**src/rtl/tsr_pkg.sv**
```systemverilog
`timescale 1ns / 1ps
package tsr_pkg;

    // Item kinds on the input channel.
    localparam logic KIND_LOAD    = 1'b0;
    localparam logic KIND_ADVANCE = 1'b1;

    // Configuration register indexes.
    localparam logic [1:0] REG_SCREEN_WIDTH  = 2'd0;
    localparam logic [1:0] REG_SCREEN_HEIGHT = 2'd1;
    localparam logic [1:0] REG_FILL_COLOUR   = 2'd2;

    localparam logic [12:0] WIDTH_RESET  = 13'd640;
    localparam logic [12:0] HEIGHT_RESET = 13'd480;
    localparam logic [31:0] COLOUR_RESET = 32'd0;

    // Row counter width.
    localparam int ROW_BITS = 17;

    // Job bits that do not depend on the coordinate width:
    // two row indexes, the 16 bit row, on-screen and last flags, colour.
    localparam int JOB_FIXED_BITS = 2 * ROW_BITS + 16 + 2 + 32;

    localparam logic [14:0] START_MAX = 15'h7FFF;

    typedef enum logic [2:0] {
        BK_IDLE,
        BK_MUL,
        BK_SUM,
        BK_DIV,
        BK_OUT
    } back_state_t;

    typedef struct packed {
        logic busy;
        logic valid;
    } div_stat_t;

endpackage

```
**src/rtl/tsr_div.sv**
```systemverilog
`timescale 1ns / 1ps
module tsr_div import tsr_pkg::*; #(
    parameter int NW = 36,
    parameter int DW = 17,
    localparam int CTW = $clog2(NW + 1)
) (
    input  logic                 aclk,
    input  logic                 aresetn,
    input  logic                 start,
    input  logic signed [NW-1:0] num,
    input  logic [DW-1:0]        den,
    output logic signed [NW-1:0] quot,
    output div_stat_t            stat
);

    // Restoring divider on magnitudes, one quotient bit per cycle.
    logic [NW-1:0]  qs_reg;
    logic [DW-1:0]  rem_reg;
    logic [DW-1:0]  den_reg;
    logic           neg_reg;
    logic [CTW-1:0] cnt_reg;
    logic           busy_reg;
    logic           valid_reg;

    logic [NW-1:0]  num_mag;
    logic [DW:0]    trial;
    logic           fits;

    assign num_mag = num[NW-1] ? NW'(-num) : NW'(num);
    assign trial   = {rem_reg, qs_reg[NW-1]};
    assign fits    = (trial >= {1'b0, den_reg});

    always_ff @(posedge aclk) begin
        if (start) begin
            qs_reg  <= num_mag;
            rem_reg <= '0;
            den_reg <= den;
            neg_reg <= num[NW-1];
        end else if (busy_reg) begin
            qs_reg  <= {qs_reg[NW-2:0], fits};
            rem_reg <= fits ? DW'(trial - {1'b0, den_reg}) : DW'(trial);
        end
    end

    always_ff @(posedge aclk) begin
        if (!aresetn) begin
            busy_reg  <= 1'b0;
            valid_reg <= 1'b0;
            cnt_reg   <= '0;
        end else if (start) begin
            busy_reg  <= 1'b1;
            valid_reg <= 1'b0;
            cnt_reg   <= CTW'(NW);
        end else if (busy_reg) begin
            cnt_reg <= cnt_reg - CTW'(1);
            if (cnt_reg == CTW'(1)) begin
                busy_reg  <= 1'b0;
                valid_reg <= 1'b1;
            end
        end
    end

    assign quot       = neg_reg ? -$signed(qs_reg) : $signed(qs_reg);
    assign stat.busy  = busy_reg;
    assign stat.valid = valid_reg;

endmodule

```
**src/rtl/tsr_back.sv**
```systemverilog
`timescale 1ns / 1ps
module tsr_back import tsr_pkg::*; #(
    parameter int CW = 16,
    localparam int JW  = 6 * CW + 4 + JOB_FIXED_BITS,
    localparam int NW  = (2 * CW + 3 > CW + ROW_BITS + 3) ? 2 * CW + 3 : CW + ROW_BITS + 3,
    localparam int QW  = CW + 2,
    localparam int CLW = (CW + 3 > 17) ? CW + 3 : 17
) (
    input  logic               aclk,
    input  logic               aresetn,
    input  logic               q_empty,
    output logic               q_pop,
    input  logic [JW-1:0]      q_pop_data,
    input  logic [12:0]        screen_width,
    output logic               m_valid,
    input  logic               m_ready,
    output logic signed [15:0] m_span_row,
    output logic [14:0]        m_span_start,
    output logic [12:0]        m_pixel_count,
    output logic [31:0]        m_span_colour,
    output logic               m_final_row
);

    back_state_t state_reg, state_next;

    logic signed [CW-1:0]       x0_reg, xb_reg;
    logic signed [CW:0]         dxa_reg, dxb_reg, tot_reg, hb_reg;
    logic [ROW_BITS-1:0]        ia_reg, ib_reg;
    logic [15:0]                row_reg;
    logic                       onscr_reg, last_reg;
    logic [31:0]                col_reg;

    logic signed [2*CW:0]       pa0_reg, pb0_reg;
    logic signed [CW+ROW_BITS+1:0] pa1_reg, pb1_reg;

    logic signed [NW-1:0] num_a, num_b, quot_a, quot_b;
    div_stat_t            stat_a, stat_b;
    logic                 div_start, out_load, out_free;

    logic                 m_valid_reg;
    logic signed [15:0]   m_row_reg;
    logic [14:0]          m_start_reg;
    logic [12:0]          m_cnt_reg;
    logic [31:0]          m_col_reg;
    logic                 m_last_reg;

    logic signed [QW-1:0]  qa, qb;
    logic signed [CLW-1:0] lo, hi, wid, st, en, cnt;

    always_ff @(posedge aclk) begin
        if (q_pop) begin
            {x0_reg, dxa_reg, tot_reg, xb_reg, dxb_reg, hb_reg,
             ia_reg, ib_reg, row_reg, onscr_reg, last_reg, col_reg} <= q_pop_data;
        end
        if (state_reg == BK_MUL) begin
            pa0_reg <= x0_reg * tot_reg;
            pa1_reg <= dxa_reg * $signed({1'b0, ia_reg});
            pb0_reg <= xb_reg * hb_reg;
            pb1_reg <= dxb_reg * $signed({1'b0, ib_reg});
        end
    end

    assign num_a = NW'(pa0_reg) + NW'(pa1_reg);
    assign num_b = NW'(pb0_reg) + NW'(pb1_reg);

    tsr_div #(.NW(NW), .DW(CW + 1)) u_div_a (
        .aclk    (aclk),
        .aresetn (aresetn),
        .start   (div_start),
        .num     (num_a),
        .den     ($unsigned(tot_reg)),
        .quot    (quot_a),
        .stat    (stat_a)
    );

    tsr_div #(.NW(NW), .DW(CW + 1)) u_div_b (
        .aclk    (aclk),
        .aresetn (aresetn),
        .start   (div_start),
        .num     (num_b),
        .den     ($unsigned(hb_reg)),
        .quot    (quot_b),
        .stat    (stat_b)
    );

    assign out_free = !m_valid_reg || m_ready;

    always_comb begin
        state_next = state_reg;
        case (state_reg)
            BK_IDLE: if (!q_empty) state_next = BK_MUL;
            BK_MUL:  state_next = BK_SUM;
            BK_SUM:  state_next = BK_DIV;
            BK_DIV: begin
                if (stat_a.valid && stat_b.valid && !stat_a.busy && !stat_b.busy) begin
                    state_next = BK_OUT;
                end
            end
            BK_OUT:  if (out_free) state_next = BK_IDLE;
            default: state_next = BK_IDLE;
        endcase
    end

    always_comb begin
        q_pop     = 1'b0;
        div_start = 1'b0;
        out_load  = 1'b0;
        case (state_reg)
            BK_IDLE: q_pop     = !q_empty;
            BK_SUM:  div_start = 1'b1;
            BK_OUT:  out_load  = out_free;
            default: ;
        endcase
    end

    // Order the edge x values into low and high, then clip against the screen.
    always_comb begin
        qa  = QW'(quot_a);
        qb  = QW'(quot_b);
        lo  = (qa > qb) ? CLW'(qb) : CLW'(qa);
        hi  = (qa > qb) ? CLW'(qa) : CLW'(qb);
        wid = CLW'({1'b0, screen_width});
        st  = '0;
        en  = '0;
        cnt = '0;
        if (onscr_reg) begin
            st  = lo[CLW-1] ? '0 : lo;
            en  = (hi < wid) ? hi : wid;
            cnt = en - st;
            if (cnt[CLW-1]) begin
                cnt = '0;
            end
            if (st > CLW'(START_MAX)) begin
                st = CLW'(START_MAX);
            end
        end
    end

    always_ff @(posedge aclk) begin
        if (out_load) begin
            m_row_reg   <= $signed(row_reg);
            m_start_reg <= st[14:0];
            m_cnt_reg   <= cnt[12:0];
            m_col_reg   <= col_reg;
            m_last_reg  <= last_reg;
        end
    end

    always_ff @(posedge aclk) begin
        if (!aresetn) begin
            state_reg   <= BK_IDLE;
            m_valid_reg <= 1'b0;
        end else begin
            state_reg <= state_next;
            if (out_load) begin
                m_valid_reg <= 1'b1;
            end else if (m_ready) begin
                m_valid_reg <= 1'b0;
            end
        end
    end

    assign m_valid       = m_valid_reg;
    assign m_span_row    = m_row_reg;
    assign m_span_start  = m_start_reg;
    assign m_pixel_count = m_cnt_reg;
    assign m_span_colour = m_col_reg;
    assign m_final_row   = m_last_reg;

endmodule

```
**config.mk**
```make
export PLATFORM = sky130hd
export DESIGN_NAME = tsr_back
export DESIGN_NICKNAME = d
export VERILOG_FILES = /design/src/rtl/tsr_pkg.sv /design/src/rtl/tsr_div.sv /design/src/rtl/tsr_back.sv
export SDC_FILE = /design/constraint.sdc
export NUM_CORES = 2
export LEC_CHECK = 0
export BUFFER_PORTS_ARGS = -buffer_cell sky130_fd_sc_hd__buf_2
export CELL_PAD_IN_SITES_DETAIL_PLACEMENT = 1
export CELL_PAD_IN_SITES_GLOBAL_PLACEMENT = 2
export CORE_MARGIN = 1.5
export CORE_UTILIZATION = 42
export CTS_CLUSTER_DIAMETER = 150
export CTS_CLUSTER_SIZE = 10
export DETAILED_ROUTE_END_ITERATION = 12
export PLACE_DENSITY = 0.93
export SETUP_SLACK_MARGIN = 0.1
export SLEW_MARGIN = 10
export SYNTH_ARGS = -nofsm -noshare
export SYNTH_HDL_FRONTEND = slang
export SYNTH_SLANG_ARGS = --single-unit
```
**constraint.sdc**
```tcl
create_clock -name aclk -period 41.5 [get_ports aclk]
set_clock_uncertainty 0.1 [all_clocks]
set_input_delay 10.375 -clock aclk [delete_from_list [all_inputs] [get_ports aclk]]
set_output_delay 10.375 -clock aclk [all_outputs]
set_load 0.01 [all_outputs]
```
==> results.sh <==
export IMPL_result_of_the_run="complete, no violations"
export IMPL_synth_area_top_cells="sky130_fd_sc_hd__fa_1 30%, sky130_fd_sc_hd__edfxtp_1 22%, sky130_fd_sc_hd__ha_1 11%, sky130_fd_sc_hd__inv_1 6.9%, sky130_fd_sc_hd__nand2_1 4.5%"
export IMPL_drt_wl_total_microns=181000
export IMPL_synthesis_area_sq_um=67900
export IMPL_post_route_util_pct=45.6
export IMPL_reg2reg_setup_slack_ns=30.17
export IMPL_timing_final_crit_period_ns=21.80
export IMPL_worstSetupEndpointType="primary output"
export IMPL_whs_path_depth=0
export IMPL_placementRows=147
export IMPL_die_outline_height_microns=405
export IMPL_fraction_of_registers_with_async_set_reset_pct=0
export IMPL_cp_required_ns=31.02
export IMPL_worst_tran_pin_value_ns=1.12
export IMPL_postCtsHoldBufs=0
export IMPL_wire_per_inst_microns=19.8
export IMPL_period_share_pct=52.5
export IMPL_post_cts_setup_buffer_count=0
export IMPL_worstPathArrival_ns=11.32
export IMPL_clockRootBuffer="sky130_fd_sc_hd__clkbuf_16"
export IMPL_synth_area_leader_cell="sky130_fd_sc_hd__fa_1"
export IMPL_drive_above_1_share_pct=7.00
export IMPL_timing_hold_violations_final=0
export IMPL_min_delay_path_class="flip-flop to flip-flop"
export IMPL_numCtsBuffers=67
export IMPL_synth_flop_cell="sky130_fd_sc_hd__edfxtp_1"
export IMPL_via_count_of_the_first_global_routing_pass=54086
export IMPL_crit_type="primary input to primary output"
export IMPL_filler_cell_count=17997
export IMPL_dieArea_sq_um=164000
export IMPL_cts_sink_count=559
export IMPL_min_delay_start="col_reg[3]$_DFFE_PP_"
export IMPL_buffer_ports_inserted=279
export IMPL_detail_route_iter0_violations=2357
export IMPL_synth_seq_cells=559
export IMPL_tns_ns=0
export IMPL_area_growth_synth_to_final_pct=7.88
export IMPL_grt_ovfl_total=0
export IMPL_r2r_end="m_pixel_count[11]$_SDFFCE_PP0P_"
export IMPL_die_x_extent_microns=405
export IMPL_grt_first_pass_wirelength_microns=293000
export IMPL_rsz0062_at_grt="no"
export IMPL_path_clk_slew_ns=0.05
export IMPL_setup_viol_count_final=0
export IMPL_crit_path_start_kind="primary input"
export IMPL_dr_vias=48134
export IMPL_seq_area_frac_synth_pct=23.9
export IMPL_drv_cap=0
export IMPL_cts_max_path_buffers=3
export IMPL_drt_pass_1_iters=5
export IMPL_cts_tree="built"
export IMPL_grt_start_max_net_pins=137
export IMPL_netlist_cell_type_count=111
export IMPL_globalplace_congestion=0.868
export IMPL_grt_antenna_before_repair=8
export IMPL_critical_path_reg2reg_startpoint="u_div_a.qs_reg[0]$_DFFE_PP_"
export IMPL_synth_nets=8577
export IMPL_drcViolationCount=0
export IMPL_cts_htree_levels=3
export IMPL_max_freq_ghz=0.0459
export IMPL_routed_via_density=5.27
export IMPL_nets=8727
export IMPL_slew_headroom_pct=25.0
export IMPL_synth_edf_count=505
export IMPL_ys_warn_count=0
export IMPL_synth_top_area_share_pct=29.6
export IMPL_worst_skew_pair_late_latency_ns=0.70
export IMPL_number_of_gates_resized_after_cts=0
export IMPL_overall_global_routing_usage_pct=22.6
export IMPL_rr_worst_depth=44
export IMPL_crit_path_max_fanout=11
export IMPL_synth_cells=6789
export IMPL_min_to="m_span_colour[3]$_DFFE_PP_"
export IMPL_core_area_sq_um=161000
export IMPL_ant_nets=0
export IMPL_post_synth_cell_area_avg_sq_um=10.0
export IMPL_dp_hpwl_microns=145000
export IMPL_timing_max_transition_violations_final=0
export IMPL_ios=280
export IMPL_start_util_pct=42.3
## through the flow
step	cell area, sq um	hold slack (ns)	std cells	setup slack (ns)
final	73300	0.315	9132	19.70
after CTS	73300	0.318	9131	19.65
after global routing	73300	0.318	9131	19.57
after detailed placement	71300	0.306	9030	19.66
after floorplan	67900	0.300	6789	3.13
after global placement	71300	0.302	9030	19.69
## cell families after synthesis
logic type,count (synthesis),synth area share [%]
simple gates,1906,13.8
fa+ha+maj,1588,40.4
buf+inv,1493,8.53
compound gates,839,7.97
flops,559,23.9
xor+xnor,322,4.20
mux,82,1.27
## how the worst max path moves through the flow
stage	cells after the start	startpoint	slack, ns	to
after floorplan	1	q_empty	3.13	q_pop
after global placement	4	q_empty	19.69	q_pop
after detailed placement	4	q_empty	19.66	q_pop
after CTS	4	q_empty	19.65	q_pop
after global routing	4	q_empty	19.57	q_pop
final	4	q_empty	19.70	q_pop
## layer usage
| layer | up-vias | wire, microns | part of all wire, % | GRT usage (%) |
|---|---|---|---|---|
| met5 | - | 13 | 0.0072 | 0 |
| met4 | 2 | 4770 | 2.6 | 6.71 |
| met3 | 252 | 7920 | 4.4 | 2.84 |
| met2 | 966 | 91500 | 50 | 39.9 |
| met1 | 24951 | 77000 | 42 | 28.8 |
| li1 | 21963 | - | - | - |
## synth_stat cells, drive strengths merged, types with 36 or more instances
library cell     n
a211oi          36
a21o            84
a21oi          251
and2           472
clkbuf         214
dfxtp           54
edfxtp         505
fa            1005
ha             582
inv           1250
mux2i           64
nand2          817
nand2b          94
nand3           54
nor2           225
nor3            60
o21ai          198
xnor2          215
xor2           107
## worst max-delay path, stage by stage
cell                     delay, ns
sky130_fd_sc_hd__buf_2        0.11
sky130_fd_sc_hd__nor4_2       0.20
sky130_fd_sc_hd__buf_4        0.34
sky130_fd_sc_hd__buf_2        0.27
## area by class of cell
type	instances	area (sq um)	share of cell area, %
timing repair buffer	323	1740	2.37
clock buffer	90	1760	2.41
clock inverter	11	206	0.282
multi-input combinational	4737	45900	62.7
inverter	1251	4700	6.41
tap	2160	2700	3.69
sequential	559	16200	22.2
antenna	1	2.50	0.00341
## layout by cell type, fill, tap and decap left out, drive strengths merged, types with 36 or more instances in the layout
master,synthesis,layout
and2,472,472
nor2,225,225
clkbuf,214,90
a21o,84,84
fa,1005,1005
nand2b,94,94
mux2i,64,64
xnor2,215,215
a211oi,36,36
buf,25,323
inv,1250,1254
a21oi,251,251
xor2,107,107
nor3,60,60
ha,582,582
nand3,54,54
o21ai,198,198
nand2,817,817
edfxtp,505,505
dfxtp,54,54
Power is not shown: default switching activity piles up to over one toggle a cycle in this logic, so the estimate is an artifact.
