## config.mk

```make
export PLATFORM = sky130hd
export DESIGN_NAME = tsr_fifo
export DESIGN_NICKNAME = d
export VERILOG_FILES = /design/src/rtl/tsr_pkg.sv /design/src/rtl/tsr_fifo.sv
export SDC_FILE = /design/constraint.sdc
export NUM_CORES = 1
export LEC_CHECK = 0
export BUFFER_PORTS_ARGS = -buffer_cell sky130_fd_sc_hd__buf_2
export CAP_MARGIN = 30
export CELL_PAD_IN_SITES_DETAIL_PLACEMENT = 0
export CELL_PAD_IN_SITES_GLOBAL_PLACEMENT = 1
export CORE_UTILIZATION = 49
export CTS_BUF_LIST = sky130_fd_sc_hd__clkbuf_4
export CTS_CLUSTER_DIAMETER = 50
export DETAILED_ROUTE_END_ITERATION = 16
export HOLD_SLACK_MARGIN = 0.08
export PLACE_DENSITY = 0.95
export SETUP_SLACK_MARGIN = 0.5
export SLEW_MARGIN = 20
export SYNTH_ARGS = -nofsm -noshare
export SYNTH_HDL_FRONTEND = slang
export SYNTH_SLANG_ARGS = --single-unit
```

## constraint.sdc

```tcl
create_clock -name aclk -period 24.4 [get_ports aclk]
set_input_delay 3.66 -clock aclk [delete_from_list [all_inputs] [get_ports aclk]]
set_output_delay 3.66 -clock aclk [all_outputs]
set_load 0.05 [all_outputs]
```

## src/rtl/tsr_pkg.sv

```systemverilog
`timescale 1ns / 1ps
package tsr_pkg;

    // Item kinds on the input channel.
    localparam logic KIND_LOAD    = 1'b0;
    localparam logic KIND_ADVANCE = 1'b1;

    // Configuration register indexes.
    localparam logic [1:0] REG_SCREEN_WIDTH  = 2'd0;
    localparam logic [1:0] REG_SCREEN_HEIGHT = 2'd1;
    localparam logic [1:0] REG_FILL_COLOUR   = 2'd2;

    localparam logic [12:0] WIDTH_RESET  = 13'd640;
    localparam logic [12:0] HEIGHT_RESET = 13'd480;
    localparam logic [31:0] COLOUR_RESET = 32'd0;

    // Row counter width.
    localparam int ROW_BITS = 17;

    // Job bits that do not depend on the coordinate width:
    // two row indexes, the 16 bit row, on-screen and last flags, colour.
    localparam int JOB_FIXED_BITS = 2 * ROW_BITS + 16 + 2 + 32;

    localparam logic [14:0] START_MAX = 15'h7FFF;

    typedef enum logic [2:0] {
        BK_IDLE,
        BK_MUL,
        BK_SUM,
        BK_DIV,
        BK_OUT
    } back_state_t;

    typedef struct packed {
        logic busy;
        logic valid;
    } div_stat_t;

endpackage

```

## src/rtl/tsr_fifo.sv

```systemverilog
`timescale 1ns / 1ps
module tsr_fifo import tsr_pkg::*; #(
    parameter int JW = 184
) (
    input  logic          aclk,
    input  logic          aresetn,
    input  logic          push,
    input  logic [JW-1:0] push_data,
    output logic          full,
    input  logic          pop,
    output logic [JW-1:0] pop_data,
    output logic          empty
);

    // Two-entry queue between the front and the back.
    logic [JW-1:0] mem [2];
    logic          wr_ptr_reg;
    logic          rd_ptr_reg;
    logic [1:0]    count_reg;

    assign full     = (count_reg == 2'd2);
    assign empty    = (count_reg == 2'd0);
    assign pop_data = mem[rd_ptr_reg];

    always_ff @(posedge aclk) begin
        if (push) begin
            mem[wr_ptr_reg] <= push_data;
        end
    end

    always_ff @(posedge aclk) begin
        if (!aresetn) begin
            wr_ptr_reg <= 1'b0;
            rd_ptr_reg <= 1'b0;
            count_reg  <= 2'd0;
        end else begin
            if (push) begin
                wr_ptr_reg <= !wr_ptr_reg;
            end
            if (pop) begin
                rd_ptr_reg <= !rd_ptr_reg;
            end
            case ({push, pop})
                2'b10:   count_reg <= count_reg + 2'd1;
                2'b01:   count_reg <= count_reg - 2'd1;
                default: count_reg <= count_reg;
            endcase
        end
    end

endmodule

```

==> results of run 1 <==
==> final cells by class <==
| class | count | area share [%] |
|---|---|---|
| Inverter | 1 | 0.0221 |
| Multi-Input combinational cell | 200 | 12.9 |
| Sequential cell | 373 | 65.6 |
| Timing Repair Buffer | 386 | 12.4 |
| Clock buffer | 132 | 5.83 |
| Antenna cell | 3 | 0.0441 |
| Clock inverter | 29 | 0.758 |
| Tap cell | 341 | 2.51 |
==> kinds of logic after synthesis <==
| logic type | share of synthesized area, % |
|---|---|
| fa+ha+maj | 0.0928 |
| mux | 15.4 |
| flops | 82.7 |
| compound gates | 0.149 |
| buf+inv | 1.07 |
| simple gates | 0.399 |
| xor+xnor | 0.195 |
==> Yosys cell counts <==
| cell | number | area share [%] |
|---|---|---|
| sky130_fd_sc_hd__a21boi_1 | 1 | 0.056 |
| sky130_fd_sc_hd__and2_1 | 4 | 0.19 |
| sky130_fd_sc_hd__and2b_2 | 1 | 0.065 |
| sky130_fd_sc_hd__buf_2 | 4 | 0.15 |
| sky130_fd_sc_hd__buf_4 | 16 | 0.89 |
| sky130_fd_sc_hd__dfxtp_1 | 5 | 0.74 |
| sky130_fd_sc_hd__edfxtp_1 | 368 | 82 |
| sky130_fd_sc_hd__ha_1 | 1 | 0.093 |
| sky130_fd_sc_hd__inv_1 | 1 | 0.028 |
| sky130_fd_sc_hd__mux2_2 | 184 | 15 |
| sky130_fd_sc_hd__nor2_1 | 2 | 0.056 |
| sky130_fd_sc_hd__nor2b_1 | 1 | 0.046 |
| sky130_fd_sc_hd__o21a_1 | 1 | 0.056 |
| sky130_fd_sc_hd__o21ai_0 | 1 | 0.037 |
| sky130_fd_sc_hd__or3_1 | 1 | 0.046 |
| sky130_fd_sc_hd__xnor2_1 | 2 | 0.13 |
| sky130_fd_sc_hd__xor2_1 | 1 | 0.065 |
==> through the flow <==
stage / area, um2 / util (%) / power, mW / worst slack (ps) / hold slack, ps
2_1_floorplan: 13500 / - / 0.947 / 12210 / 466
6_report: 17000 / 63.1 / 1.47 / 18090 / 521
3_3_place_gp: 15700 / 58.2 / 0.995 / 18380 / 485
3_5_place_dp: 15700 / 58.4 / 1.00 / 18590 / 513
4_1_cts: 16900 / 62.6 / 1.48 / 17810 / 522
5_1_grt: 17000 / 63.1 / 1.53 / 17910 / 596
==> how the worst min path moves through the flow <==
stage,slack [ps],end,cells past startpoint
final,520,count_reg[1]$_SDFFE_PN0P_,2
after floorplan,470,count_reg[1]$_SDFFE_PN0P_,2
after detailed placement,510,count_reg[1]$_SDFFE_PN0P_,2
after global placement,480,count_reg[1]$_SDFFE_PN0P_,2
after CTS,520,count_reg[1]$_SDFFE_PN0P_,2
after global routing,600,count_reg[1]$_SDFFE_PN0P_,2
==> metal layers <==
layer  share of wire [%]  global-route usage [%]
met4                 3.2                    9.33
met3                 8.9                    7.31
met1                  37                    18.9
met2                  51                    30.4
met5               0.047                       0
==> critical path, delay by kind of cell (launching register included) <==
kind                   cells  cell delay [ps]
muxes                      1              410
DFF                        1              560
buffers and inverters      3              940
==> report_power, final <==
| part | switching, mW | internal [mW] | leakage [nW] |
|---|---|---|---|
| Clock | 0.228 | 0.249 | 0.658 |
| Sequential | 0.00861 | 0.741 | 3.50 |
| Combinational | 0.171 | 0.0697 | 2.32 |
| Total | 0.407 | 1.06 | 6.48 |
==> summary.md, run 1 <==
The run finished with clean final reports. The flip-flop count of the largest register, all copies and words added is 368. STA classifies the critical path startpoint as a register. For the pin with the worst max-slew slack, the measured transition is 585 ps.

In this run the critical register-to-register path is captured at mem[0][38]$_DFFE_PP_. Leaving out fill and tap cells, the most frequent cells in the layout are sky130_fd_sc_hd__buf_2, sky130_fd_sc_hd__edfxtp_1, sky130_fd_sc_hd__mux2_2. The cell count after placement was 1296. For this design, the CTS-stage hold fixing added 0 buffers.

Cells with a size suffix above 1 make up 63.6% of the layout. The worst setup path is captured at an output pin. Measured in cells, the most critical reg-to-reg path has a length of 4. The most common cell after layout, fill and taps aside was sky130_fd_sc_hd__buf_2. On the worst path, the slowest cell contributes a delay of 560 ps.

In the final routed layout, each cell accounts on average for 17.5 um. The initial core utilization was 50.0%; the number of detailed-routing iterations run before antenna repair was 4. Among all stages on the critical path, the largest delay is contributed by sky130_fd_sc_hd__dfxtp_4. Across every metal layer, demand over resource in global routing totals 17.8%. The highest clock frequency the design can meet is 0.158 GHz, and the die outline area is 28200 um2. Counting the buffers created by CTS gives 94.

Summed over all cells, the static leakage comes to 6.48 nW. The Yosys warning count was 0; the final non-filler cell total was 1465. The gate count after technology mapping was 594; the clock sink count was 373. The worst setup path is of the reg -> out kind.

The run gives 82.7% as the sequential area share after synthesis. The H-tree was split into 3 levels. The logs give 60.9% for the worst max-slew margin expressed relative to the limit and 16.8 mm for the HPWL after detailed placement. Synthesis inferred 373 register bits. The tools report the final-report hold violation count as 0.

The pin count of the biggest net entering global routing is 79. In this run the power density over the cells is 86.2 nW/um2. Setup total negative slack on the finished layout was measured at 0 ps.

The standard cell core area was 27000 um2; the horizontal extent of the die was 168 um. The later-pin clock latency in the skew report was 660 ps; the number of vias per cell was 4.96. The clock input transition at the sequential cells of the worst setup and hold paths is 60 ps, and the final cycle utilization of the critical path is 25.9%. Final number of setup-violating endpoints: 0. The number of nets at the end of the flow came out at 1245.

In this run the remaining antenna-violating nets after routing total 0. The root buffer cell chosen for the clock tree is sky130_fd_sc_hd__clkbuf_4. The max capacitance violation total is 0, and the post-synthesis area per instance is 22.7 um2. Following the worst setup path forward leads to its endpoint at pop_data[47].

The number of fill cells in the layout is 1858. The maximum vdd drop is 0.0581 mV, and the setup skew after layout is 35.4 ps. The min-delay analysis places its worst path in the category reg -> reg.

The run gives 0 as the number of pins exceeding their max-slew limit in the final report. The tools report the maximum clock insertion buffer count as 3. TritonCTS built the clock tree. The cell area that synthesis handed to floorplanning was 13500 um2. The routed design could run at a clock period as short as 6310 ps. Setup repair after global routing left no endpoint under its margin. The run gives 0 as the DRC violations left. The run gives 20740 ps as the required time of the critical path. The number of input and output port buffers inserted came out at 373.

Of all nets on the critical path, the largest fanout is 52. In this run the critical register-to-register path is launched from wr_ptr_reg$_SDFFE_PN0P_. The tools report the initial antenna violation count as 4.

For the wire length of the first global-routing pass, the log shows 38.3 mm. The floorplan step set the die height to 168 um. The number of nets in the synthesized netlist is 783. At the worst endpoint, the arrival time is 2650 ps. For the count of distinct cell types in the synthesized netlist, the log shows 17. Routability-driven placement finished with a final weighted congestion of 0.763.

The DRC marker count from the first detailed-route iteration is 345. The sequential cells in the finished layout cover a total of 11200 um2. Compared with the post-synthesis result, the final layout area differs by 26.2%. The run gives 374 as the total I/O pin count. The logs give 7605 for the number of global-route vias before repair and 25.7 mm for the routed wire length. In the final layout, the multi-input gates occupy 2190 um2.

Number of post-CTS setup repair buffers: 0. The startpoint identified for the worst hold timing path is count_reg[1]$_SDFFE_PN0P_. Summing over every cut layer, the via total after detailed routing is 7264. Traced cell by cell, the critical path runs through buf_4 > buf_16 > mux2_2 > buf_2. The total global routing overflow came out at 0. The logs give 60 for the total number of placement rows and 0 for the count of cells resized by post-cts repair. The worst reg-to-reg setup slack was 22250 ps.
No activity file was read; power rests on OpenSTA's default activity.
==> run 2, diff against run 1 <==
--- a/config.mk
+++ b/config.mk
@@ -9,12 +9,12 @@
 export CAP_MARGIN = 30
 export CELL_PAD_IN_SITES_DETAIL_PLACEMENT = 0
 export CELL_PAD_IN_SITES_GLOBAL_PLACEMENT = 1
-export CORE_UTILIZATION = 49
+export CORE_UTILIZATION = 46
 export CTS_BUF_LIST = sky130_fd_sc_hd__clkbuf_4
 export CTS_CLUSTER_DIAMETER = 50
 export DETAILED_ROUTE_END_ITERATION = 16
 export HOLD_SLACK_MARGIN = 0.08
-export PLACE_DENSITY = 0.95
+export PLACE_DENSITY = 0.9
 export SETUP_SLACK_MARGIN = 0.5
 export SLEW_MARGIN = 20
 export SYNTH_ARGS = -nofsm -noshare
==> constraint.sdc (replaced) <==
create_clock -name aclk -period 6.57 [get_ports aclk]
set_input_delay 0.9855 -clock aclk [delete_from_list [all_inputs] [get_ports aclk]]
set_output_delay 0.9855 -clock aclk [all_outputs]
set_load 0.05 [all_outputs]
==> run 2 against run 1 <==
Total power grew to 3.8 times the previous value. Routed wire length up 1.9%. Register-to-register slack lost 18000 ps. Hold slack got worse by 35 ps. Critical path type unchanged. Largest power group unchanged. Highest routed layer unchanged.
==> summary.md, run 2 (synthesis results as in run 1) <==
Once the floorplan was initialized, standard cells occupied 46.8% of the core. The largest fanout on the critical path works out to 63. The floorplan step set the die height to 173 um. Before CTS, the worst setup slack after placement is 3200 ps.

Net switching is 27.6% of the power. The worst setup path is launched from a register. The number of gates resized after CTS was 0. The clock net in this run drives a total of 373 sinks.

Endpoint kind of the worst setup timing path: an output pin. The logs give 0.785 for the weighted congestion reported at the end of routability-driven placement and 15.8% for the power share of the combinational group. The register with the most flip-flops in the layout has 368 of them. The first global-routing pass estimated 39.7 mm of wire.

The logs give 374 for the total I/O pin count and 333 for the DRC marker count from the first detailed-route iteration. The max capacitance violation total is 0, and the number of nets at the end of the flow is 1238. The area growth from synthesis to layout was 25.9%.

Headroom to the max-slew limit came out at 26.2%. The top cell types in the final layout, fill and taps aside, are sky130_fd_sc_hd__buf_2, sky130_fd_sc_hd__edfxtp_1, sky130_fd_sc_hd__mux2_2. The clock reaches the later pin of the worst-skew pair after 690 ps.

Standard cell core area: 28800 um2. The share of total power dissipated in the clock network is 33.5%. In the routed design, unresolved DRC markers number 0.

The final number of setup-violating endpoints came out at 0. The signal on the critical path passes through buf_4 > mux2_2 > buf_2. The detailed router placed 7289 vias in this run. The final-report hold violation count came out at 0. The routed design has 26.2 mm of wire.

In the final routed layout, each cell accounts on average for 17.4 um. The floorplan has 62 rows. The critical path is of the reg -> out type. For the number of detailed-routing iterations run before antenna repair, the log shows 4. The number of hold buffers added after CTS came out at 0. The slowest stage cell on the critical path is sky130_fd_sc_hd__dfxtp_4.

Clock input transition at the sequential cells of the worst setup and hold paths: 70 ps. The tools report the maximum vdd drop as 0.206 mV. The clock period minus worst slack is 4000 ps, and the post-route setup TNS is 0 ps. Data on the critical path arrives at its endpoint at 3010 ps. Cells with a size suffix above 1 make up 63.1% of the layout.

The tools report the number of global-route vias before repair as 7686. The transition time at the pin with the least slew margin was 1110 ps. The run finished with clean final reports.

Counting along the longest clock path gives a buffer depth of 3. The largest stage delay on the critical path was 890 ps; the required time of the critical path was 5580 ps. Clock tree synthesis selected as its root buffer the cell sky130_fd_sc_hd__clkbuf_4. In this run the remaining antenna-violating nets after routing total 0. In the finished design, the share of the clock period the worst path needs comes to 60.8%. The initial antenna violation count is 5. Hold timing on the final database bottoms out at a slack of 486 ps. For the number of clock buffers inserted by TritonCTS, the log shows 94.

Type of the worst min-delay path: in -> reg. The number of pins exceeding their max-slew limit in the final report came out at 0. The number of fill cells in the layout was 2225. The overall fraction of global-route tracks in use is 17.2%, and the die outline area is 30000 um2. The switching power of the nets came out at 1.52 mW. Cell internal power was estimated by the tool at 3.99 mW. Most common cell after layout, fill and taps aside: sky130_fd_sc_hd__buf_2. The total global routing overflow was 0.

For the level count of the clock H-tree, the log shows 3. TritonCTS built the clock tree. The share of power burned in registers is 50.7%, and the total leakage power is 6.43 nW. The number of input and output port buffers inserted was 373; the total power divided by cell area was 325 nW/um2. In this run the horizontal extent of the chip is 173 um. Entering global routing, the biggest net connects 186 pins. The tools report the HPWL after detailed placement as 16.5 mm. Across all setup checks in the final design, the least slack found is 2570 ps.

The number of vias per cell came out at 4.85. Setup repair after global routing left no endpoint under its margin. The number of post-CTS setup repair buffers was 0; the setup skew after layout was 34.0 ps. Static timing analysis puts the maximum clock frequency at 0.250 GHz.
==> run 2: cell count changes in the layout (fill, tap and decap cells not counted) <==
cell,change
sky130_fd_sc_hd__clkinv_4,+1
sky130_fd_sc_hd__buf_12,+2
sky130_fd_sc_hd__clkinv_1,+4
sky130_fd_sc_hd__clkinvlp_4,-1
sky130_fd_sc_hd__bufinv_16,+2
sky130_fd_sc_hd__buf_16,-6
sky130_fd_sc_hd__buf_4,-3
sky130_fd_sc_hd__diode_2,-1
sky130_fd_sc_hd__clkbuf_4,-3
==> run 2: final cells by class <==
class,count,area (um2),share of cell area (%)
diodes,2,5.00,0.0295
clock inverters,35,205,1.21
flip-flops and latches,373,11200,65.7
well taps,384,480,2.83
inverters,1,3.75,0.0221
clock buffers,129,968,5.71
multi-input cells,200,2190,12.9
repair buffers,379,1960,11.5
==> run 2: worst paths after layout <==
path                            cells past startpoint                        end  slack, ps                 startpoint
worst max-delay path                                3              pop_data[110]       2570                   register
worst min-delay path                                1      mem[0][125]$_DFFE_PP_        490             push_data[125]
worst max register to register                      3       mem[0][99]$_DFFE_PP_       4710    wr_ptr_reg$_SDFFE_PN0P_
worst min register to register                      2  count_reg[1]$_SDFFE_PN0P_        530  count_reg[1]$_SDFFE_PN0P_
==> run 2: through the flow <==
step,cell area (um2),util [%],total power [mW],std cells
final,17000,59.0,5.51,1503
after global routing,17000,59.0,5.75,1503
after CTS,16900,58.8,5.60,1500
after detailed placement,15800,54.8,3.72,1336
after global placement,15800,54.8,3.70,1336
after floorplan,13500,-,3.50,594
==> run 2: worst max-delay path: cells and delay by family (launching register included) <==
| kind | cells | cell delay, ps |
|---|---|---|
| multiplexers | 1 | 420 |
| flip-flops | 1 | 890 |
| buffers and inverters | 2 | 980 |
==> run 2: metal layers <==
layer  track usage, %  part of all wire (%)  vias to the layer above  routed length, um
li1                 -                     -                     3349                  -
met1             17.9                    36                     3567               9540
met2             30.2                    52                      307              13700
met3             6.84                   8.6                       62               2250
met4             7.85                   2.5                        4                664
met5                0                 0.084                        -                 22
==> run 2: power by group through the flow <==
| stage | registers, mW | logic, mW | clock network [mW] |
|---|---|---|---|
| finish | 2.79 | 0.869 | 1.85 |
| global placement | 2.84 | 0.861 | 0 |
| global route | 2.81 | 0.906 | 2.04 |
| detailed placement | 2.85 | 0.871 | 0 |
| floorplan | 2.83 | 0.669 | 0 |
| CTS | 2.80 | 0.875 | 1.92 |
