$ cat config.mk
export PLATFORM = sky130hd
export DESIGN_NAME = tsr_front
export DESIGN_NICKNAME = d
export VERILOG_FILES = /design/src/rtl/tsr_pkg.sv /design/src/rtl/tsr_front.sv
export SDC_FILE = /design/constraint.sdc
export NUM_CORES = 1
export LEC_CHECK = 0
export BUFFER_PORTS_ARGS = -buffer_cell sky130_fd_sc_hd__buf_4
export CORE_AREA = 3 3 181 183
export CTS_CLUSTER_SIZE = 16
export DETAILED_ROUTE_END_ITERATION = 8
export DIE_AREA = 0 0 184 186
export PLACE_DENSITY = 0.89
export SYNTH_ARGS = -nofsm -noshare
export SYNTH_HDL_FRONTEND = slang
export SYNTH_SLANG_ARGS = --single-unit
export TNS_END_PERCENT = 10
$ cat constraint.sdc
create_clock -name aclk -period 10.1 [get_ports aclk]
set_input_delay 3.03 -clock aclk [delete_from_list [all_inputs] [get_ports aclk]]
set_output_delay 3.03 -clock aclk [all_outputs]
set_load 0.01 [all_outputs]
$ cat src/rtl/tsr_pkg.sv
`timescale 1ns / 1ps
package tsr_pkg;

    // Item kinds on the input channel.
    localparam logic KIND_LOAD    = 1'b0;
    localparam logic KIND_ADVANCE = 1'b1;

    // Configuration register indexes.
    localparam logic [1:0] REG_SCREEN_WIDTH  = 2'd0;
    localparam logic [1:0] REG_SCREEN_HEIGHT = 2'd1;
    localparam logic [1:0] REG_FILL_COLOUR   = 2'd2;

    localparam logic [12:0] WIDTH_RESET  = 13'd640;
    localparam logic [12:0] HEIGHT_RESET = 13'd480;
    localparam logic [31:0] COLOUR_RESET = 32'd0;

    // Row counter width.
    localparam int ROW_BITS = 17;

    // Job bits that do not depend on the coordinate width:
    // two row indexes, the 16 bit row, on-screen and last flags, colour.
    localparam int JOB_FIXED_BITS = 2 * ROW_BITS + 16 + 2 + 32;

    localparam logic [14:0] START_MAX = 15'h7FFF;

    typedef enum logic [2:0] {
        BK_IDLE,
        BK_MUL,
        BK_SUM,
        BK_DIV,
        BK_OUT
    } back_state_t;

    typedef struct packed {
        logic busy;
        logic valid;
    } div_stat_t;

endpackage

$ cat src/rtl/tsr_front.sv
`timescale 1ns / 1ps
module tsr_front import tsr_pkg::*; #(
    parameter int CW = 16,
    localparam int JW = 6 * CW + 4 + JOB_FIXED_BITS,
    localparam int EW = (CW + 3 > ROW_BITS + 2) ? CW + 3 : ROW_BITS + 2
) (
    input  logic                 aclk,
    input  logic                 aresetn,
    input  logic                 s_valid,
    output logic                 s_ready,
    input  logic                 s_kind,
    input  logic signed [15:0]   s_ax_coord,
    input  logic signed [15:0]   s_ay_coord,
    input  logic signed [15:0]   s_bx_coord,
    input  logic signed [15:0]   s_by_coord,
    input  logic signed [15:0]   s_cx_coord,
    input  logic signed [15:0]   s_cy_coord,
    input  logic [12:0]          screen_height,
    input  logic [31:0]          fill_colour,
    input  logic                 q_full,
    output logic                 q_push,
    output logic [JW-1:0]        q_push_data
);

    logic signed [CW-1:0] x_reg [3];
    logic signed [CW-1:0] y_reg [3];
    logic [ROW_BITS-1:0]  row_idx_reg;
    logic                 busy_reg;

    logic signed [CW-1:0] tx [3];
    logic signed [CW-1:0] ty [3];
    logic signed [CW-1:0] sx [3];
    logic signed [CW-1:0] sy [3];
    logic signed [CW-1:0] tmp_x;
    logic signed [CW-1:0] tmp_y;
    logic                 flat;

    logic signed [EW-1:0] y0_e, y1_e, y2_e, i_e, total_e, h1_e, h2_e, row_e, hgt_e;
    logic signed [EW-1:0] ib_e;
    logic signed [CW:0]   dxa, dxb;
    logic signed [CW-1:0] xb;
    logic signed [CW:0]   hb;
    logic                 run, last, lower, on_screen;
    logic                 accept;

    // Three compare-swaps on the incoming vertices.
    always_comb begin
        tmp_x = '0;
        tmp_y = '0;
        tx[0] = CW'($signed(s_ax_coord));
        ty[0] = CW'($signed(s_ay_coord));
        tx[1] = CW'($signed(s_bx_coord));
        ty[1] = CW'($signed(s_by_coord));
        tx[2] = CW'($signed(s_cx_coord));
        ty[2] = CW'($signed(s_cy_coord));
        flat = (ty[0] == ty[1]) && (ty[0] == ty[2]);
        sx = tx;
        sy = ty;
        if (sy[0] > sy[1]) begin
            tmp_x = sx[0]; tmp_y = sy[0];
            sx[0] = sx[1]; sy[0] = sy[1];
            sx[1] = tmp_x; sy[1] = tmp_y;
        end
        if (sy[0] > sy[2]) begin
            tmp_x = sx[0]; tmp_y = sy[0];
            sx[0] = sx[2]; sy[0] = sy[2];
            sx[2] = tmp_x; sy[2] = tmp_y;
        end
        if (sy[1] > sy[2]) begin
            tmp_x = sx[1]; tmp_y = sy[1];
            sx[1] = sx[2]; sy[1] = sy[2];
            sx[2] = tmp_x; sy[2] = tmp_y;
        end
    end

    // Classify the next row of the active triangle.
    always_comb begin
        y0_e    = EW'(y_reg[0]);
        y1_e    = EW'(y_reg[1]);
        y2_e    = EW'(y_reg[2]);
        i_e     = EW'({1'b0, row_idx_reg});
        hgt_e   = EW'({1'b0, screen_height});
        total_e = y2_e - y0_e;
        h1_e    = y1_e - y0_e;
        h2_e    = y2_e - y1_e;
        run     = busy_reg && (i_e < total_e);
        last    = (i_e == (total_e - EW'(1)));
        lower   = (i_e > h1_e) || (h1_e == '0);
        row_e   = y0_e + i_e;
        on_screen = !row_e[EW-1] && (row_e < hgt_e);
        dxa     = (CW+1)'(x_reg[2]) - (CW+1)'(x_reg[0]);
        if (lower) begin
            xb   = x_reg[1];
            dxb  = (CW+1)'(x_reg[2]) - (CW+1)'(x_reg[1]);
            hb   = h2_e[CW:0];
            ib_e = i_e - h1_e;
        end else begin
            xb   = x_reg[0];
            dxb  = (CW+1)'(x_reg[1]) - (CW+1)'(x_reg[0]);
            hb   = h1_e[CW:0];
            ib_e = i_e;
        end
    end

    assign s_ready = !q_full;
    assign accept  = s_valid && s_ready;
    assign q_push  = accept && (s_kind == KIND_ADVANCE) && run;
    assign q_push_data = {x_reg[0], dxa, total_e[CW:0], xb, dxb, hb,
                          row_idx_reg, ib_e[ROW_BITS-1:0], row_e[15:0],
                          on_screen, last, fill_colour};

    always_ff @(posedge aclk) begin
        if (!aresetn) begin
            busy_reg    <= 1'b0;
            row_idx_reg <= '0;
            for (int k = 0; k < 3; k++) begin
                x_reg[k] <= '0;
                y_reg[k] <= '0;
            end
        end else if (accept) begin
            if (s_kind == KIND_LOAD) begin
                x_reg       <= sx;
                y_reg       <= sy;
                row_idx_reg <= '0;
                busy_reg    <= !flat;
            end else if (busy_reg) begin
                if (!run) begin
                    busy_reg <= 1'b0;
                end else if (last) begin
                    busy_reg    <= 1'b0;
                    row_idx_reg <= '0;
                end else begin
                    row_idx_reg <= row_idx_reg + ROW_BITS'(1);
                end
            end
        end
    end

endmodule

==> report_table.html, run 1 <==
<table>
<tr><th>Metric</th><th>Value</th></tr>
<tr><th colspan="2">Final layout</th></tr>
<tr><td>ANT cells</td><td>0</td></tr>
<tr><td>Final instance area</td><td>18900 sq um</td></tr>
<tr><td>Max reg flops</td><td>32</td></tr>
<tr><td>Layout cell share with drive strength beyond 1</td><td>about 20%</td></tr>
<tr><td>Utilization after layout</td><td>about 60%</td></tr>
<tr><td>NumNets Final</td><td>2665</td></tr>
<tr><td>Area added between synthesis and finish</td><td>16.3%</td></tr>
<tr><td>Most frequent cells in the layout</td><td>279 x sky130_fd_sc_hd__buf_4, 210 x sky130_fd_sc_hd__ha_1, 205 x sky130_fd_sc_hd__inv_1</td></tr>
<tr><td>Most frequent standard cell in the layout excluding fill and tap cells</td><td>sky130_fd_sc_hd__buf_4</td></tr>
<tr><th colspan="2">Die</th></tr>
<tr><td>Die extent in y</td><td>~190 um</td></tr>
<tr><td>Cell row count</td><td>65</td></tr>
<tr><td>Placeable Area</td><td>roughly 31000 sq um</td></tr>
<tr><td>Initial Util</td><td>about half</td></tr>
<tr><td>Floorplan die width</td><td>around 180 um</td></tr>
<tr><td>Die Outline Area</td><td>roughly 34000 sq um</td></tr>
<tr><td>I/O pin total</td><td>approximately 330</td></tr>
<tr><th colspan="2">Power and ir drop</th></tr>
<tr><td>Cell Pwr Density</td><td>around 170 nW/um^2</td></tr>
<tr><td>Leak pwr</td><td>approximately 8.8 nW</td></tr>
<tr><td>Highest ir drop seen on vdd</td><td>0.145 mV</td></tr>
<tr><td>Total power of the final layout</td><td>3.24 mW</td></tr>
<tr><th colspan="2">Global route</th></tr>
<tr><td>Sum of overflow across all layers after global routing</td><td>0</td></tr>
<tr><td>Pin count of the biggest net entering global routing</td><td>74</td></tr>
<tr><td>Initial antenna violation count</td><td>0</td></tr>
<tr><td>Via count of the first global-routing pass</td><td>between 15000 and 20000</td></tr>
<tr><td>First-pass GRT wire length</td><td>79200 um</td></tr>
<tr><td>Overall Global Routing Usage</td><td>between 20% and 30%</td></tr>
<tr><th colspan="2">STA</th></tr>
<tr><td>Crit share post-route</td><td>a little over nine tenths</td></tr>
<tr><td>Worst Max-Slew Pin Slew</td><td>slightly above 1 ns</td></tr>
<tr><td>Largest clock skew in the final design</td><td>between 0.01 and 0.015 ns</td></tr>
<tr><td>Count of final setup violators</td><td>0</td></tr>
<tr><td>Slew headroom</td><td>between 30% and 40%</td></tr>
<tr><td>Tightest hold margin</td><td>about 0.48 ns</td></tr>
<tr><td>Fin. Hold Viols</td><td>0</td></tr>
<tr><td>Unrepaired setup endpoints after global routing</td><td>no</td></tr>
<tr><td>Maximum achievable frequency</td><td>between 100 and 150 MHz</td></tr>
<tr><td>Max-slew violation total from the final report</td><td>0</td></tr>
<tr><td>Min Tclk post-route</td><td>9.80 ns</td></tr>
<tr><th colspan="2">Detailed routing</th></tr>
<tr><td>Routed WL</td><td>between 50000 and 60000 um</td></tr>
<tr><td>Detail-routed net length per standard cell</td><td>~19 um</td></tr>
<tr><td>Mean number of vias per cell</td><td>around 6.2</td></tr>
<tr><td>Count of antenna-violating nets left after detailed routing</td><td>0</td></tr>
<tr><td>Total iterations of the first detailed-routing run</td><td>7</td></tr>
<tr><td>Via count</td><td>approximately 17000</td></tr>
<tr><td>First DRT Iteration DRCs</td><td>between 1000 and 1500</td></tr>
<tr><td>Remaining routing DRC violations</td><td>0</td></tr>
<tr><th colspan="2">Logic synthesis</th></tr>
<tr><td>Mean instance size in the synthesized netlist</td><td>~7.6 sq um</td></tr>
<tr><td>Post-synth EDFFs</td><td>0</td></tr>
<tr><td>Cell count after synthesis</td><td>2131</td></tr>
<tr><td>Most used flip-flop cell after synthesis</td><td>sky130_fd_sc_hd__dfxtp_1</td></tr>
<tr><td>Cell Area, Synth</td><td>~16000 sq um</td></tr>
<tr><td>Synthesis warning total</td><td>0</td></tr>
<tr><td>Ys async rst share</td><td>0%</td></tr>
<tr><td>Synthesized flop and latch total</td><td>approximately 110</td></tr>
<tr><td>Net count after synthesis</td><td>2495</td></tr>
<tr><td>Count of different cell masters after synthesis</td><td>between 80 and 90</td></tr>
<tr><td>Sequential cell area fraction in the yosys report</td><td>roughly 14%</td></tr>
<tr><th colspan="2">Setup path</th></tr>
<tr><td>Worst setup SP type</td><td>register</td></tr>
<tr><td>Worst-path fanout max</td><td>15</td></tr>
<tr><td>Family of cells with the greatest summed delay on the critical path</td><td>compound AO/OA/AOI/OAI gates</td></tr>
<tr><td>Total buffers and inverters traversed by the critical path</td><td>3</td></tr>
<tr><td>Nature of the critical path endpoint</td><td>output pin</td></tr>
<tr><td>Cell breakdown of the critical path</td><td>inv_1 -&gt; ha_1 -&gt; nor2b_1 -&gt; o21a_1 -&gt; o21ai_0 -&gt; a211oi_1 -&gt; o221a_2 -&gt; o41ai_1 -&gt; xnor2_1 -&gt; ha_1 -&gt; and4_1 -&gt; nand3_1 -&gt; o21ai_0 -&gt; o221ai_1 -&gt; o21bai_1 -&gt; xor2_1 -&gt; a31oi_1 -&gt; a41o_4 -&gt; buf_4 -&gt; mux2i_1 -&gt; buf_4</td></tr>
<tr><td>Largest stage delay on the critical path</td><td>0.49 ns</td></tr>
<tr><td>Slowest cell on the critical path</td><td>sky130_fd_sc_hd__dfxtp_1</td></tr>
<tr><td>Required time at the endpoint of the critical path</td><td>just over 7 ns</td></tr>
<tr><td>Kind of critical path</td><td>register to output pin</td></tr>
<tr><td>Worst Path Arrival</td><td>just under 7 ns</td></tr>
<tr><th colspan="2">Clock tree</th></tr>
<tr><td>Clk sinks</td><td>about 110</td></tr>
<tr><td>Cell at the root of the clock tree</td><td>sky130_fd_sc_hd__clkbuf_16</td></tr>
<tr><td>Clock tree from TritonCTS</td><td>done</td></tr>
<tr><td>Clock input transition at the sequential cells of the worst setup and hold paths</td><td>around 0.07 ns</td></tr>
<tr><td>H-tree lvl count</td><td>4</td></tr>
<tr><td>Clock buffer count from CTS</td><td>17</td></tr>
<tr><td>Max clock buf depth</td><td>2</td></tr>
<tr><td>Clk_lat worst skew</td><td>0.43 ns</td></tr>
<tr><th colspan="2">Outcome</th></tr>
<tr><td>Outcome</td><td>finished, final reports clean</td></tr>
<tr><th colspan="2">Placement</th></tr>
<tr><td>Global placement routability congestion</td><td>around 0.95</td></tr>
<tr><td>Number of I/O port buffers</td><td>roughly 270</td></tr>
<tr><td>Detailed placement HPWL</td><td>40300 um</td></tr>
<tr><td>Cell area after placement</td><td>between 15000 and 20000 sq um</td></tr>
<tr><th colspan="2">Hold path</th></tr>
<tr><td>Class of the most critical hold timing path</td><td>register to register</td></tr>
<tr><th colspan="2">Run</th></tr>
<tr><td># Max-Cap Violations</td><td>0</td></tr>
</table>
==> what timing repair did <==
| item | in CTS | in global routing |
|---|---|---|
| hold buffers | 0 | 0 |
| setup buffers | 0 | 0 |
| resized for setup | 0 | 4 |
| setup endpoints to repair | 0 | 18 |
==> where the power goes <==
group	internal, mW	switching (mW)
Combinational	0.888	1.21
Sequential	0.474	0.0264
Clock	0.379	0.272
Total	1.74	1.50
==> worst paths after layout <==
kind | end | startpoint | slack, ns | cells after the start
worst min register to register | q_push_data[173] | q_push_data[173] | 0.48 | 2
worst min-delay path | q_push_data[173] | q_push_data[173] | 0.48 | 2
worst max register to register | row_idx_reg[16] | y0_e[1] | 4.88 | 17
worst max-delay path | q_push_data[96] | y0_e[1] | 0.30 | 21
==> stage by stage <==
step           std cells  TNS (ns)  worst slack [ns]
2_1_floorplan       2131         0             0.406
3_3_place_gp        2682         0             0.223
3_5_place_dp        2682   -0.0412           -0.0382
4_1_cts             2714         0             0.361
5_1_grt             2716         0            0.0302
6_report            2716         0             0.298
==> worst register-to-register path: cells and delay by family, from the launching register on <==
| kind | cells | cell delay, ns |
|---|---|---|
| compound gates | 6 | 2.16 |
| fa+ha+maj | 2 | 0.67 |
| buf+inv | 2 | 0.34 |
| flops | 1 | 0.49 |
| simple gates | 7 | 1.49 |
==> cell type report <==
type	instances	area, sq um
inverters	209	785
clock buffers	18	439
multi-input cells	1677	12500
flip-flops and latches	114	2280
fillers	2743	12500
well taps	402	503
repair buffers	282	2150
clock inverters	14	168
==> Yosys cell counts (11+ instances only) <==
cell type                  instances  area share, %
sky130_fd_sc_hd__xor2_1           63            3.4
sky130_fd_sc_hd__clkbuf_1         69            1.6
sky130_fd_sc_hd__a211oi_1         44            2.0
sky130_fd_sc_hd__ha_1            210             16
sky130_fd_sc_hd__o21ai_0         136            4.2
sky130_fd_sc_hd__nor3_1           58            1.8
sky130_fd_sc_hd__buf_4            50            2.3
sky130_fd_sc_hd__and3_1           22           0.85
sky130_fd_sc_hd__nor2b_1          32            1.2
sky130_fd_sc_hd__or3_1            15           0.58
sky130_fd_sc_hd__xnor2_1          59            3.2
sky130_fd_sc_hd__nand3_1          41            1.3
sky130_fd_sc_hd__a21oi_1         172            5.3
sky130_fd_sc_hd__nand2b_1         38            1.5
sky130_fd_sc_hd__nand2_1         159            3.7
sky130_fd_sc_hd__and2_1           12           0.46
sky130_fd_sc_hd__mux2_2           89            6.2
sky130_fd_sc_hd__inv_1           206            4.8
sky130_fd_sc_hd__a21boi_0         11           0.51
sky130_fd_sc_hd__a21o_1           38            1.8
sky130_fd_sc_hd__o211ai_1         25            1.2
sky130_fd_sc_hd__a31oi_1          13           0.50
sky130_fd_sc_hd__nand4_1          16           0.62
sky130_fd_sc_hd__mux2i_1          89            5.5
sky130_fd_sc_hd__nor2_1          122            2.8
sky130_fd_sc_hd__o21a_1           31            1.4
sky130_fd_sc_hd__dfxtp_1         114             14
sky130_fd_sc_hd__nor4_1           17           0.66
sky130_fd_sc_hd__o21ai_1          12           0.37
==> kinds of logic after synthesis <==
family                   synth area share (%)
buffers and inverters                    9.19
multiplexers                             11.7
XOR/XNOR                                 7.07
flip-flops                               14.1
AND/OR/NAND/NOR                          17.2
AO/OA/AOI/OAI                            23.6
adder cells (fa/ha/maj)                  17.2
==> per-layer routing <==
layer	share of wire, %	track usage [%]
met2	45	47.3
met1	42	37.2
met5	0	0
met4	4.2	12.1
met3	8.6	3.48
(Power assumes the default switching activity.)
==> inputs of run 2 (changes only) <==
Settings changed: CORE_AREA 3 3 181 183 to 3 3 237 239, DIE_AREA 0 0 184 186 to 0 0 240 242, PLACE_DENSITY 0.89 to 0.59.
Clock period 10.1 ns to 9.7 ns, I/O delays scaled along.
==> report_table.html, run 2 (synthesized netlist as in run 1, its figures left out) <==
<table>
<tr><th>Metric</th><th>Value</th></tr>
<tr><th colspan="2">Detailed routing</th></tr>
<tr><td>Count of antenna-violating nets left after detailed routing</td><td>0 (unchanged)</td></tr>
<tr><td>Remaining routing DRC violations</td><td>0 (unchanged)</td></tr>
<tr><td>Via count</td><td>16100 (-4.5%)</td></tr>
<tr><td>Mean number of vias per cell</td><td>5.33 (-14%)</td></tr>
<tr><td>Total iterations of the first detailed-routing run</td><td>8 (+1)</td></tr>
<tr><td>First DRT Iteration DRCs</td><td>1401 (-1.5%)</td></tr>
<tr><td>Routed WL</td><td>57400 um (+11%)</td></tr>
<tr><td>Detail-routed net length per standard cell</td><td>19.0 um (-0.27%)</td></tr>
<tr><th colspan="2">STA</th></tr>
<tr><td>Unrepaired setup endpoints after global routing</td><td>yes</td></tr>
<tr><td>Fin. Hold Viols</td><td>0 (unchanged)</td></tr>
<tr><td>Worst-case setup margin in the final layout</td><td>0.223 ns (-0.0748 ns)</td></tr>
<tr><td>Largest clock skew in the final design</td><td>0.0175 ns (+0.00591 ns)</td></tr>
<tr><td>Count of final setup violators</td><td>0 (unchanged)</td></tr>
<tr><td>Crit share post-route</td><td>97.7%</td></tr>
<tr><td>Maximum achievable frequency</td><td>between 100 and 150 MHz</td></tr>
<tr><td>Slew headroom</td><td>24.5% (-8.2 points)</td></tr>
<tr><td>Worst Max-Slew Pin Slew</td><td>1.12 ns (+0.112 ns)</td></tr>
<tr><td>Max-slew violation total from the final report</td><td>0 (unchanged)</td></tr>
<tr><td>Min Tclk post-route</td><td>9.48 ns</td></tr>
<tr><th colspan="2">Clock tree</th></tr>
<tr><td>Clock buffer count from CTS</td><td>17 (unchanged)</td></tr>
<tr><td>H-tree lvl count</td><td>4 (unchanged)</td></tr>
<tr><td>Clk_lat worst skew</td><td>0.47 ns (+0.04 ns)</td></tr>
<tr><td>Clock input transition at the sequential cells of the worst setup and hold paths</td><td>0.06 ns (about the same)</td></tr>
<tr><td>Clk sinks</td><td>114 (unchanged)</td></tr>
<tr><td>Clock tree from TritonCTS</td><td>done</td></tr>
<tr><td>Max clock buf depth</td><td>2 (unchanged)</td></tr>
<tr><td>Cell at the root of the clock tree</td><td>sky130_fd_sc_hd__clkbuf_16</td></tr>
<tr><td>Number of buffers added for setup after CTS</td><td>0 (unchanged)</td></tr>
<tr><td>CTS Hold Bufs</td><td>0 (unchanged)</td></tr>
<tr><th colspan="2">Setup path</th></tr>
<tr><td>Largest stage delay on the critical path</td><td>0.41 ns (-0.08 ns)</td></tr>
<tr><td>Kind of critical path</td><td>register to output pin</td></tr>
<tr><td>Required time at the endpoint of the critical path</td><td>6.79 ns (-0.28 ns)</td></tr>
<tr><td>Most numerous cell on the critical path</td><td>sky130_fd_sc_hd__inv_1</td></tr>
<tr><td>Family of cells with the greatest summed delay on the critical path</td><td>compound AO/OA/AOI/OAI gates</td></tr>
<tr><td>Worst-path fanout max</td><td>36 (+21)</td></tr>
<tr><td>Worst Path Arrival</td><td>6.57 ns (-0.20 ns)</td></tr>
<tr><td>Total buffers and inverters traversed by the critical path</td><td>5 (+2)</td></tr>
<tr><td>Cell breakdown of the critical path</td><td>inv_1 -&gt; ha_1 -&gt; inv_1 -&gt; fa_1 -&gt; a21o_1 -&gt; a21oi_1 -&gt; o21a_1 -&gt; o21ai_0 -&gt; a31o_2 -&gt; a21oi_1 -&gt; xnor2_1 -&gt; inv_1 -&gt; ha_1 -&gt; and4_1 -&gt; nand3_1 -&gt; o21ai_0 -&gt; o221ai_1 -&gt; o21bai_1 -&gt; xor2_1 -&gt; a31oi_1 -&gt; a41o_4 -&gt; buf_12 -&gt; mux2i_1 -&gt; buf_4</td></tr>
<tr><td>Worst R2R Setup Slack</td><td>4.83 ns (-0.05 ns)</td></tr>
<tr><td>Slowest cell on the critical path</td><td>sky130_fd_sc_hd__fa_1</td></tr>
<tr><td>Worst setup SP type</td><td>register</td></tr>
<tr><td>Nature of the critical path endpoint</td><td>output pin</td></tr>
<tr><th colspan="2">Hold path</th></tr>
<tr><td>Class of the most critical hold timing path</td><td>register to register</td></tr>
<tr><th colspan="2">Final layout</th></tr>
<tr><td>Multi-input gate area</td><td>12500 sq um (about the same)</td></tr>
<tr><td>NumNets Final</td><td>2679 (+0.53%)</td></tr>
<tr><td>Number of inserted filler cells in the final layout</td><td>5638 (+110%)</td></tr>
<tr><td>Max reg flops</td><td>32 (unchanged)</td></tr>
<tr><td>Most frequent cells in the layout</td><td>293 x sky130_fd_sc_hd__buf_4, 210 x sky130_fd_sc_hd__ha_1, 205 x sky130_fd_sc_hd__inv_1</td></tr>
<tr><td>Fin cells</td><td>3024 (+11%)</td></tr>
<tr><td>Register Area</td><td>2280 sq um (unchanged)</td></tr>
<tr><td>Layout cell share with drive strength beyond 1</td><td>20.3% (+0.44 points)</td></tr>
<tr><td>Area added between synthesis and finish</td><td>19.2%</td></tr>
<tr><td>ANT cells</td><td>0 (unchanged)</td></tr>
<tr><td>Most frequent standard cell in the layout excluding fill and tap cells</td><td>sky130_fd_sc_hd__buf_4</td></tr>
<tr><th colspan="2">Placement</th></tr>
<tr><td>Detailed placement HPWL</td><td>46000 um (+14%)</td></tr>
<tr><td>Post-placement worst setup slack</td><td>-0.233 ns (-0.195 ns)</td></tr>
<tr><td>Number of I/O port buffers</td><td>267 (unchanged)</td></tr>
<tr><td>Placed cells</td><td>2991 (+12%)</td></tr>
<tr><td>Global placement routability congestion</td><td>0.894 (-6.0%)</td></tr>
<tr><th colspan="2">Power and ir drop</th></tr>
<tr><td>Highest ir drop seen on vdd</td><td>0.150 mV (+4.0%)</td></tr>
<tr><td>Power dissipated by switching net loads</td><td>1.61 mW (+6.8%)</td></tr>
<tr><td>Leak pwr</td><td>8.86 nW (+0.77%)</td></tr>
<tr><td>Relative contribution of the clock network to total power</td><td>19.7% (-0.4 points)</td></tr>
<tr><td>Fraction of power spent switching nets</td><td>46.7% (+0.37 points)</td></tr>
<tr><td>Logic gate share of total power</td><td>65.2% (+0.7 points)</td></tr>
<tr><td>Cell Pwr Density</td><td>178 nW/um^2 (+3.3%)</td></tr>
<tr><td>Internal power</td><td>1.83 mW (+5.2%)</td></tr>
<tr><td>Part of the power in registers</td><td>15.1% (-0.3 points)</td></tr>
<tr><th colspan="2">Global route</th></tr>
<tr><td>Initial antenna violation count</td><td>1 (+1)</td></tr>
<tr><td>Sum of overflow across all layers after global routing</td><td>0 (unchanged)</td></tr>
<tr><td>Pin count of the biggest net entering global routing</td><td>94 (+27%)</td></tr>
<tr><td>Via count of the first global-routing pass</td><td>15600 (-1.6%)</td></tr>
<tr><td>First-pass GRT wire length</td><td>87200 um (+10%)</td></tr>
<tr><td>Overall Global Routing Usage</td><td>19.1% (-9.3 points)</td></tr>
<tr><th colspan="2">Outcome</th></tr>
<tr><td>Outcome</td><td>finished, final reports clean</td></tr>
<tr><th colspan="2">Die</th></tr>
<tr><td>Initial Util</td><td>30.0% (-22 points)</td></tr>
<tr><td>Floorplan die width</td><td>240 um (+30%)</td></tr>
<tr><td>I/O pin total</td><td>332 (unchanged)</td></tr>
<tr><td>Die extent in y</td><td>242 um (+30%)</td></tr>
<tr><td>Placeable Area</td><td>54000 sq um (+72%)</td></tr>
<tr><td>Cell row count</td><td>85 (+31%)</td></tr>
<tr><td>Die Outline Area</td><td>58100 sq um (+70%)</td></tr>
<tr><th colspan="2">Run</th></tr>
<tr><td># Max-Cap Violations</td><td>0 (unchanged)</td></tr>
</table>
## run 2: worst register-to-register path, delay by kind of cell, from the launching register on
family / cells / cell delay, ns
AOI/OAI and AO/OA: 5 / 1.61
DFF: 1 / 0.29
and+or+nand+nor: 5 / 1.56
adders and majority gates: 2 / 0.67
buffers and inverters: 3 / 0.38
xor gates and xnor gates: 1 / 0.24
## run 2: timing repair
| item | 4_1_cts | 5_1_grt |
|---|---|---|
| gates resized for setup | 0 | 4 |
| endpoints found under the setup margin | 0 | 40 |
| endpoints found under the hold margin | 0 | 0 |
## run 2: layout make-up
| type | instances | area share [%] |
|---|---|---|
| Multi-Input combinational cell | 1676 | 64.8 |
| Sequential cell | 114 | 11.8 |
| Timing Repair Buffer | 297 | 11.7 |
| Tap cell | 696 | 4.50 |
| Inverter | 209 | 4.06 |
| Clock buffer | 19 | 2.34 |
| Clock inverter | 13 | 0.757 |
## run 2: metrics by stage
stage               setup TNS (ns)  hold slack, ns  power, mW  utilization, %  area, sq um
floorplan                        0           0.445       1.92               -        16200
global placement            -0.267           0.462       2.70            34.6        18700
detailed placement           -2.96           0.470       2.73            34.6        18700
CTS                              0           0.479       3.43            35.7        19300
global route                -0.433           0.497       3.66            35.8        19300
finish                           0           0.474       3.44            35.8        19300
## run 2: final timing paths
kind                            cells after the start          endpoint              from
worst max-delay path                               24  q_push_data[107]           y1_e[0]
worst min-delay path                                2  q_push_data[171]  q_push_data[171]
worst max register to register                     16    row_idx_reg[2]           y2_e[0]
worst min register to register                      2  q_push_data[171]  q_push_data[171]
## run 2: layer usage
layer	global-route usage, %	vias up	routed length, um
li1	-	7980	-
met1	27.3	7601	28100
met2	29.6	467	25000
met3	2.96	65	3080
met4	5.45	0	1130
met5	0	-	0
## run 2: power groups by stage
stage	clock (mW)	combinational (mW)	sequential [mW]
after detailed placement	0	2.20	0.529
after CTS	0.696	2.21	0.518
after global routing	0.712	2.43	0.521
final	0.677	2.24	0.519
after floorplan	0	1.40	0.517
after global placement	0	2.17	0.528
